<file path="src/hdl/svf_pkg.sv">
package svf_pkg;

   // Result word width for every filter output and state
   localparam int OUT_BITS = 32;

   // Coefficient register reset values (freq Q1.16, damp Q2.16 encoding)
   localparam int FREQ_RESET = 2573;
   localparam int DAMP_RESET = 92682;

   // Register map: word index of each CSR
   typedef enum logic [0:0] {
      CSR_FREQ = 1'b0,
      CSR_DAMP = 1'b1
   } csr_index_type;

endpackage

</file>
<file path="src/hdl/state_variable_filter_multimode_top.sv">
// Channel | Dir | Handshake              | Payload
// req     | in  | req_tvalid/req_tready  | tdata: sample; tuser: clear
// rsp     | out | rsp_tvalid/rsp_tready  | tdata: highpass, bandpass, lowpass (LSB first)
// csr     | in  | psel/penable/pready    | freq_coef @0x0, damp_coef @0x4
//
// A new sample is accepted only after the previous one leaves the sequencer: three
// products run one after another through the single shared multiplier, each
// followed by a round, add and saturate step, and the chain is fully dependent.
// Synchronous active-high reset clears the sequencer, both filter states and
// the coefficient registers (to their default values).
// The result sits in an output register; a new sample is taken while it waits.
// If the previous result is still not taken, the final step holds until it is.
module state_variable_filter_multimode_top #(
   parameter int SAMPLE_BITS    = 24,
   parameter int COEF_FRAC_BITS = 16
) (
   input  logic                                    clock,
   input  logic                                    reset,
   // input sample channel
   input  logic                                    req_tvalid,
   output logic                                    req_tready,
   input  logic [((SAMPLE_BITS + 7) / 8) * 8 - 1:0] req_tdata,  // [SAMPLE_BITS-1:0] sample
   input  logic                                    req_tuser,  // [0] clear
   // result channel
   output logic                                    rsp_tvalid,
   input  logic                                    rsp_tready,
   output logic [3 * svf_pkg::OUT_BITS - 1:0]      rsp_tdata,  // highpass, bandpass, lowpass from the LSB up
   // configuration port
   input  logic                                    csr_psel,
   input  logic                                    csr_penable,
   input  logic                                    csr_pwrite,
   input  logic [2:0]                              csr_paddr,
   input  logic [31:0]                             csr_pwdata,
   output logic [31:0]                             csr_prdata,
   output logic                                    csr_pready
);
   import svf_pkg::*;

   localparam int FREQ_BITS = COEF_FRAC_BITS + 1;
   localparam int DAMP_BITS = COEF_FRAC_BITS + 2;
   localparam int COEF_W    = DAMP_BITS + 1;            // signed multiplier coef operand
   localparam int PROD_W    = OUT_BITS + COEF_W;        // full product width
   localparam int RND_W     = PROD_W - COEF_FRAC_BITS;  // scaled product width
   localparam int SUM_W     = RND_W + 2;                // three-operand sum width
   localparam logic signed [PROD_W-1:0] ROUND_HALF = PROD_W'(1) << (COEF_FRAC_BITS - 1);
   localparam logic signed [OUT_BITS-1:0] SAT_MAX = {1'b0, {(OUT_BITS - 1){1'b1}}};
   localparam logic signed [OUT_BITS-1:0] SAT_MIN = {1'b1, {(OUT_BITS - 1){1'b0}}};

   typedef enum logic [2:0] {
      S_IDLE,
      S_DAMP,   // damp * band
      S_HP,     // highpass sum
      S_FHP,    // freq * hp
      S_BP,     // bandpass sum
      S_FBP,    // freq * bp
      S_LP      // lowpass sum, result out
   } state_type;

   state_type                    state_ff;
   logic [FREQ_BITS-1:0]         freq_ff;
   logic [DAMP_BITS-1:0]         damp_ff;
   logic signed [SAMPLE_BITS-1:0] sample_ff;
   logic signed [OUT_BITS-1:0]   band_ff;
   logic signed [OUT_BITS-1:0]   low_ff;
   logic signed [OUT_BITS-1:0]   hp_ff;
   logic signed [PROD_W-1:0]     prod_ff;
   logic                         rsp_tvalid_ff;
   logic [3*OUT_BITS-1:0]        rsp_tdata_ff;

   logic signed [OUT_BITS-1:0]   mul_data;
   logic signed [COEF_W-1:0]     mul_coef;
   logic signed [PROD_W-1:0]     prod_in;
   logic signed [PROD_W-1:0]     prod_rnd;
   logic signed [RND_W-1:0]      scaled;
   logic signed [SUM_W-1:0]      opnd_a;
   logic signed [SUM_W-1:0]      opnd_b;
   logic signed [SUM_W-1:0]      opnd_c;
   logic signed [SUM_W-1:0]      acc_in;
   logic signed [OUT_BITS-1:0]   sat_in;
   logic                         req_fire;
   logic                         out_free;
   logic                         csr_write;

   // clamp a wide sum to the signed 32-bit range
   function automatic logic signed [OUT_BITS-1:0] sat_out(input logic signed [SUM_W-1:0] v);
      logic signed [OUT_BITS-1:0] r;
      if (v[SUM_W-1:OUT_BITS-1] != {(SUM_W - OUT_BITS + 1){v[SUM_W-1]}}) begin
         r = v[SUM_W-1] ? SAT_MIN : SAT_MAX;
      end else begin
         r = v[OUT_BITS-1:0];
      end
      return r;
   endfunction

   assign req_tready = (state_ff == S_IDLE);
   assign req_fire   = req_tvalid && req_tready;
   assign out_free   = !rsp_tvalid_ff || rsp_tready;
   assign rsp_tvalid = rsp_tvalid_ff;
   assign rsp_tdata  = rsp_tdata_ff;

   // configuration registers
   assign csr_pready = 1'b1;
   assign csr_write  = csr_psel && csr_penable && csr_pwrite && csr_pready;

   always_ff @(posedge clock) begin
      if (reset) begin
         freq_ff <= FREQ_BITS'(FREQ_RESET);
         damp_ff <= DAMP_BITS'(DAMP_RESET);
      end else if (csr_write) begin
         unique case (csr_index_type'(csr_paddr[2]))
            CSR_FREQ: freq_ff <= csr_pwdata[FREQ_BITS-1:0];
            CSR_DAMP: damp_ff <= csr_pwdata[DAMP_BITS-1:0];
            default:  ;
         endcase
      end
   end

   always_comb begin
      unique case (csr_index_type'(csr_paddr[2]))
         CSR_FREQ: csr_prdata = 32'(freq_ff);
         CSR_DAMP: csr_prdata = 32'(damp_ff);
         default:  csr_prdata = '0;
      endcase
   end

   // shared multiplier: coefficient times a state or hp value
   always_comb begin
      mul_data = (state_ff == S_FHP) ? hp_ff : band_ff;
      mul_coef = (state_ff == S_DAMP) ? $signed(COEF_W'(damp_ff)) : $signed(COEF_W'(freq_ff));
      prod_in  = PROD_W'(mul_data) * PROD_W'(mul_coef);
   end

   // round half up, scale down, then the shared three-input adder
   always_comb begin
      prod_rnd = prod_ff + ROUND_HALF;
      scaled   = prod_rnd[PROD_W-1:COEF_FRAC_BITS];
      case (state_ff)
         S_HP: begin
            opnd_a = SUM_W'(sample_ff);
            opnd_b = -SUM_W'(low_ff);
            opnd_c = -SUM_W'(scaled);
         end
         S_BP: begin
            opnd_a = SUM_W'(scaled);
            opnd_b = SUM_W'(band_ff);
            opnd_c = '0;
         end
         default: begin
            opnd_a = SUM_W'(scaled);
            opnd_b = SUM_W'(low_ff);
            opnd_c = '0;
         end
      endcase
      acc_in = opnd_a + opnd_b + opnd_c;
      sat_in = sat_out(acc_in);
   end

   // sequencer, filter state and output register
   always_ff @(posedge clock) begin
      if (reset) begin
         state_ff      <= S_IDLE;
         band_ff       <= '0;
         low_ff        <= '0;
         rsp_tvalid_ff <= 1'b0;
      end else begin
         // taken result drops, unless the lowpass step refills it this cycle
         if (rsp_tvalid_ff && rsp_tready && state_ff != S_LP) begin
            rsp_tvalid_ff <= 1'b0;
         end
         unique case (state_ff)
            S_IDLE: begin
               if (req_fire) begin
                  sample_ff <= req_tdata[SAMPLE_BITS-1:0];
                  if (req_tuser) begin
                     band_ff <= '0;
                     low_ff  <= '0;
                  end
                  state_ff <= S_DAMP;
               end
            end
            S_DAMP: begin
               prod_ff  <= prod_in;
               state_ff <= S_HP;
            end
            S_HP: begin
               hp_ff    <= sat_in;
               state_ff <= S_FHP;
            end
            S_FHP: begin
               prod_ff  <= prod_in;
               state_ff <= S_BP;
            end
            S_BP: begin
               band_ff  <= sat_in;
               state_ff <= S_FBP;
            end
            S_FBP: begin
               prod_ff  <= prod_in;
               state_ff <= S_LP;
            end
            S_LP: begin
               if (out_free) begin
                  low_ff        <= sat_in;
                  rsp_tdata_ff  <= {sat_in, band_ff, hp_ff};
                  rsp_tvalid_ff <= 1'b1;
                  state_ff      <= S_IDLE;
               end
            end
            default: state_ff <= S_IDLE;
         endcase
      end
   end

   // a result appears only from the lowpass step
   a_rsp_from_lp: assert property (@(posedge clock) disable iff (reset)
      $rose(rsp_tvalid_ff) |-> $past(state_ff == S_LP))
      else $error("result raised outside the lowpass step");

   // a result is withdrawn only after it was taken
   a_rsp_drop: assert property (@(posedge clock) disable iff (reset)
      $fell(rsp_tvalid_ff) |-> $past(rsp_tready))
      else $error("result dropped before it was taken");

   // an accepted sample starts the damping product
   a_start: assert property (@(posedge clock) disable iff (reset)
      req_fire |=> (state_ff == S_DAMP))
      else $error("sequencer did not start after acceptance");

   // clear flag zeroes both filter states
   a_clear: assert property (@(posedge clock) disable iff (reset)
      (req_fire && req_tuser) |=> (band_ff == '0 && low_ff == '0))
      else $error("clear did not zero the filter states");

endmodule
</file>
<file path="config.mk">
export PLATFORM = sky130hd
export DESIGN_NAME = state_variable_filter_multimode_top
export DESIGN_NICKNAME = d
export VERILOG_FILES = /design/src/hdl/svf_pkg.sv /design/src/hdl/state_variable_filter_multimode_top.sv
export SDC_FILE = /design/constraint.sdc
export NUM_CORES = 2
export LEC_CHECK = 0
export BUFFER_PORTS_ARGS = -buffer_cell sky130_fd_sc_hd__buf_2
export CAP_MARGIN = 20
export CORE_ASPECT_RATIO = 0.7
export CORE_MARGIN = 3
export CORE_UTILIZATION = 60
export CTS_CLUSTER_DIAMETER = 40
export DETAILED_ROUTE_END_ITERATION = 12
export GPL_ROUTABILITY_DRIVEN = 0
export HOLD_SLACK_MARGIN = 0.12
export PLACE_DENSITY = 0.84
export SLEW_MARGIN = 25
export SYNTH_ARGS = -nofsm -noshare
export SYNTH_HDL_FRONTEND = slang
export SYNTH_SLANG_ARGS = --single-unit
export TNS_END_PERCENT = 100
</file>
<file path="constraint.sdc">
create_clock -name clock -period 25.1 [get_ports clock]
set_input_delay 5.02 -clock clock [delete_from_list [all_inputs] [get_ports clock]]
set_output_delay 5.02 -clock clock [all_outputs]
set_load 0.02 [all_outputs]
</file>
After elaboration in Yosys (flattened, before gate mapping)
Cells that the tools add are included.

Reduce and logical (&&, ||, !) cells: 20. Multiplexer cells: 19. Add/sub/neg operators: 5. Bitwise operators: 2. Multiply operators: 1. Equal/unequal tests: 11.

Operators with widths (number): $mux 32 (6); $pmux 32 s2 (3); $add 37x37->37 (2); $mux 37 (2); $pmux 37 s2 (1); $add 51x17->51 const B (1); $mul 32x19->51 (1); $neg 32->37 (1); $neg 35->37 (1); $pmux 3 s7 (1); $mux 18 (1); $reduce_and 2->1 (5); $eq 3x3->1 const B (3); $reduce_and 3->1 (3); $eq 3x2->1 const B (2); $mux 3 (2); $logic_and 1x1->1 (5); $ne 5x5->1 (1); $ne 2x1->1 const B (2); $reduce_and 4->1 (1); $reduce_bool 2->1 (2); $eq 3x1->1 const B (1); $logic_not 3->1 (1); $mux 1 (3); 6 further kinds (7).

Word-level logic and storage cells: 68. Output and inout port bits: 131. Bits in registers: 306. Bits of input ports: 67.

Depth between registers and ports, before layout
Depth in word-level cells: 8. Depth in mapped cells: 31. Depth with buffers taken out: 27.

Worst setup path after synthesis
No wires, ideal clock.

Path kind: input port to output port. From: input port csr_paddr[2]. To: output port csr_prdata[10]. Buffers on the path: 2. Arrival: 6.113 ns. Setup slack: 13.967 ns. Required time: 20.080 ns. Cell stages on the path: 3. Path through: clkbuf_1 > clkbuf_1 > mux2_2.

Cells in the longest elaborated chain, start to end: 2.

RTL lines: from (decl) (RTL line state_variable_filter_multimode_top.sv:32) `input logic [2:0] csr_paddr,`; $not 1->1 (no source line); $pmux 32 s2 (*) (RTL line state_variable_filter_multimode_top.sv:119) `unique case (csr_index_type'(csr_paddr[2]))`; to (decl) (RTL line state_variable_filter_multimode_top.sv:34) `output logic [31:0] csr_prdata,`.

Every way passes the cells marked *; elsewhere a longest branch is shown, timed or not. The select of a mux whose other input is x is not followed.

Final worst setup path
From: input port csr_paddr[2]. To: output port csr_prdata[15].

Same word-level chain as after synthesis.

==> metrics.md <==
| Metric | Value |
|---|---|
| CTS resizes | 0 |
| Die Y | 212 µm |
| Post-layout util | 66.3% |
| Crit-path leading delay family | buffers and inverters |
| Met1 Resource Use GR | between 40% and 50% |
| Peak Freq | 90.5 MHz |
| Post-route DRC violation count | 0 |
| Busiest grt layer | met2 |
| Number of global-route vias before repair | 29,600 |
| Top post-synthesis cells by area | fa_1 33%, edfxtp_1 15%, inv_1 7.7%, dfxtp_1 5.7%, ha_1 5.5% |
| GRT Total Usage | between 30% and 40% |
| Buffers added on ports | around 170 |
| Area Overhead vs Synth | 7.83% |
| # IOs | just under 200 |
| Post-Syn Instances | about 4,000 |
| TritonCTS buffer count | 35 |
| Drt pass-1 iters | 10 |
| DP Area | roughly 0.038 mm² |
| NumNets Final | approximately 5,000 |
| Worst EP required | 20.08 ns |
| Leakage | 18.6 nW |
| Row count | 74 |
| Worst r2r path cells | 26 |
| CTS tree | yes |
| Met3 Use GR | between 10% and 20% |
| Arr. time, crit path | 6.04 ns |
| Num Clock Sinks | 291 |
| Final wirelength | 109,000 µm |
| Maximum VDD drop | around 57 µV |
| Final worst-path cycle share | 44.0% |
| Fillers | roughly 4,500 |
| Post-route ant nets | 0 |
| Hold WC Path Type | flop to flop |
| Synth top area share | between 30% and 40% |
| Final setup margin | 14.05 ns |
| Biggest area consumer among synthesized cells | fa_1 |
| Met2 GRT Util | 48.7% |
| Die area | roughly 0.064 mm² |
| Startpoint types | input pin |
| Post-synth EDFFs | 188 |
| Largest family of logic cells by synthesized area | adder cells |
| Max-Cap Viols | 0 |
| Final min period | 11.06 ns |
| CP max-delay cell | mux2_2 |
| Wire per inst | around 22 µm |
| Number of distinct library cells after synthesis | 85 |
| Core Region | 0.0593 mm² |
| Die width | 301 µm |
| Critical path fanouts, max | 21 |
| First-pass GRT wire length | 168,000 µm |
| RSZ-0062 raised after global routing | no |
| Post-synthesis adder-cell area fraction | 38.1% |
| CTS HTree Levels | 2 |
| Initial antenna violation count | 6 |
| Yosys reg bits | 291 |
| Worst path depth | 3 |
| Setup bufs post-CTS | 0 |
| WHS Path Cells | 2 |
| Synth Area in XOR/XNOR | 3.05% |
| Total Neg Setup Slack | 0 ns |
| Final HPWL DP | 85,200 µm |
| Root buffer cell | clkbuf_16 |
| Crit end category | output pin |
| Clock-pin slew on the worst setup and hold paths | 0.07 ns |
| DRT iter0 DRCs | around 4,600 |
| Endpoints failing setup | 0 |
| Fraction of layout cells with a size suffix above 1 | 9.59% |
| Pin count of the biggest net entering global routing | 94 |
| Seq/Total Area, Yosys | 21.1% |
| Clock Skew | 0.0510 ns |
| Dominant cell by count in the synthesized netlist | inv_1 |
| Max clock buf depth | 3 |
| GRT overflow | 0 |
| Synth Cell Area | 0.0365 mm² |
| Outcome | complete, no violations |
| Final Slew Violations | 0 |
| Ys async rst share | 0% |
| Simple-gate share of the synthesized area | 15.3% |
| Top FF cell, synth | edfxtp_1 |
| Cell Pwr Density | 38.9 mW/mm² |
| Hold Buf Count CTS | 0 |
| Vias per cell | between 6 and 7 |
| Crit-path cells | buf_2 > mux2_2 > buf_2 |
| Setup CP Type | input pin to output pin |
| Relative slew slack | just over 20% |
| Overall Power | around 1.5 mW |
| Avg Cell Area, Syn | 9.10 µm² |
| Design Area, Final | about 0.039 mm² |
| Crit path buf inv count | 2 |
| CP peak stage delay | between 0.4 and 0.5 ns |
| Mux share of post-synthesis cell area | 3.53% |
| Synth Area in Compound Gates | 8.92% |
| Final Hold Vio Count | 0 |
| Worst-Skew Late Latency | 0.57 ns |
| Initial Util | 61.5% |
| Ys Warns | 0 |
| Slew @ Worst Pin | 1.16 ns |
| Post-synth top cells | 744 x inv_1, 593 x fa_1, 528 x nand2_1 |
| Pre-CTS setup slack | approximately 14 ns |
| Cell mode on critical path | buf_2 |
| Vias | a little over 30,000 |
## metrics by stage
step                instances  hold WS (ns)
CTS                      4907         0.488
global placement         4842         0.456
global route             4907         0.509
detailed placement       4843         0.469
floorplan                4020         0.442
finish                   4912         0.493
## per-layer routing
layer	vias up	wire, µm
met5	-	82
met4	10	5390
met3	382	18900
met2	2348	44500
met1	14600	40600
li1	12900	-
## layout by cell type (no fill, tap or decap), drive strengths merged, types with 23 or more instances in the layout
cell	Yosys	layout
inv	745	754
fa	593	593
nand2	528	528
nor2	439	439
buf	58	216
edfxtp	188	188
ha	161	161
o21ai	132	132
dfxtp	103	103
a21oi	100	100
xnor2	83	83
a31oi	68	68
mux2	61	61
mux2i	60	60
nor3	59	59
xor2	43	43
clkbuf	133	40
nand2b	33	33
a21o	33	33
nand3	32	32
nand4	25	25
o21a	23	23
nor4	23	23
## kinds of logic (layout without fill, tap and decap cells)
group	Yosys count	count (layout)
simple gates	1274	1274
buf+inv	936	1025
fa+ha+maj	754	754
compound gates	503	503
flops	291	291
xor+xnor	126	126
mux	121	121
other cells	2	20
## registers in the layout (all words and copies together) (netlist names)
name / count
rsp_tvalid: 1
rsp_tdata: 96
band_ff: 32
sample_ff: 24
state_ff: 3
prod_ff: 36
damp_ff: 18
low_ff: 32
freq_ff: 17
hp_ff: 32
## worst min-delay path, cell delays in order (launching register included)
cell and delay, ns:
dfxtp_1 0.33, nand2_1 0.06, a21oi_1 0.06
## path summary, 6_finish.rpt
kind	startpoint	endpoint	slack (ns)
min reg2reg	damp_ff[12]	damp_ff[12]	0.49
min	damp_ff[12]	damp_ff[12]	0.49
max	csr_paddr[2]	csr_prdata[15]	14.05
max reg2reg	state_ff[2]	prod_ff[50]	15.02
## cell type report
class | instances | area, µm² | share of cell area [%]
Clock inverter | 24 | 302 | 0.767
Timing Repair Buffer | 216 | 1230 | 3.12
Multi-Input combinational cell | 2793 | 25400 | 64.5
Sequential cell | 291 | 7710 | 19.6
Clock buffer | 40 | 895 | 2.28
Inverter | 745 | 2800 | 7.11
Antenna cell | 5 | 12.5 | 0.0318
Tap cell | 798 | 998 | 2.54
## power breakdown
part           internal (mW)  switching (mW)
Combinational          0.147           0.304
Sequential             0.535          0.0198
Clock                  0.291           0.234
Power figures use the tool's default switching activity.
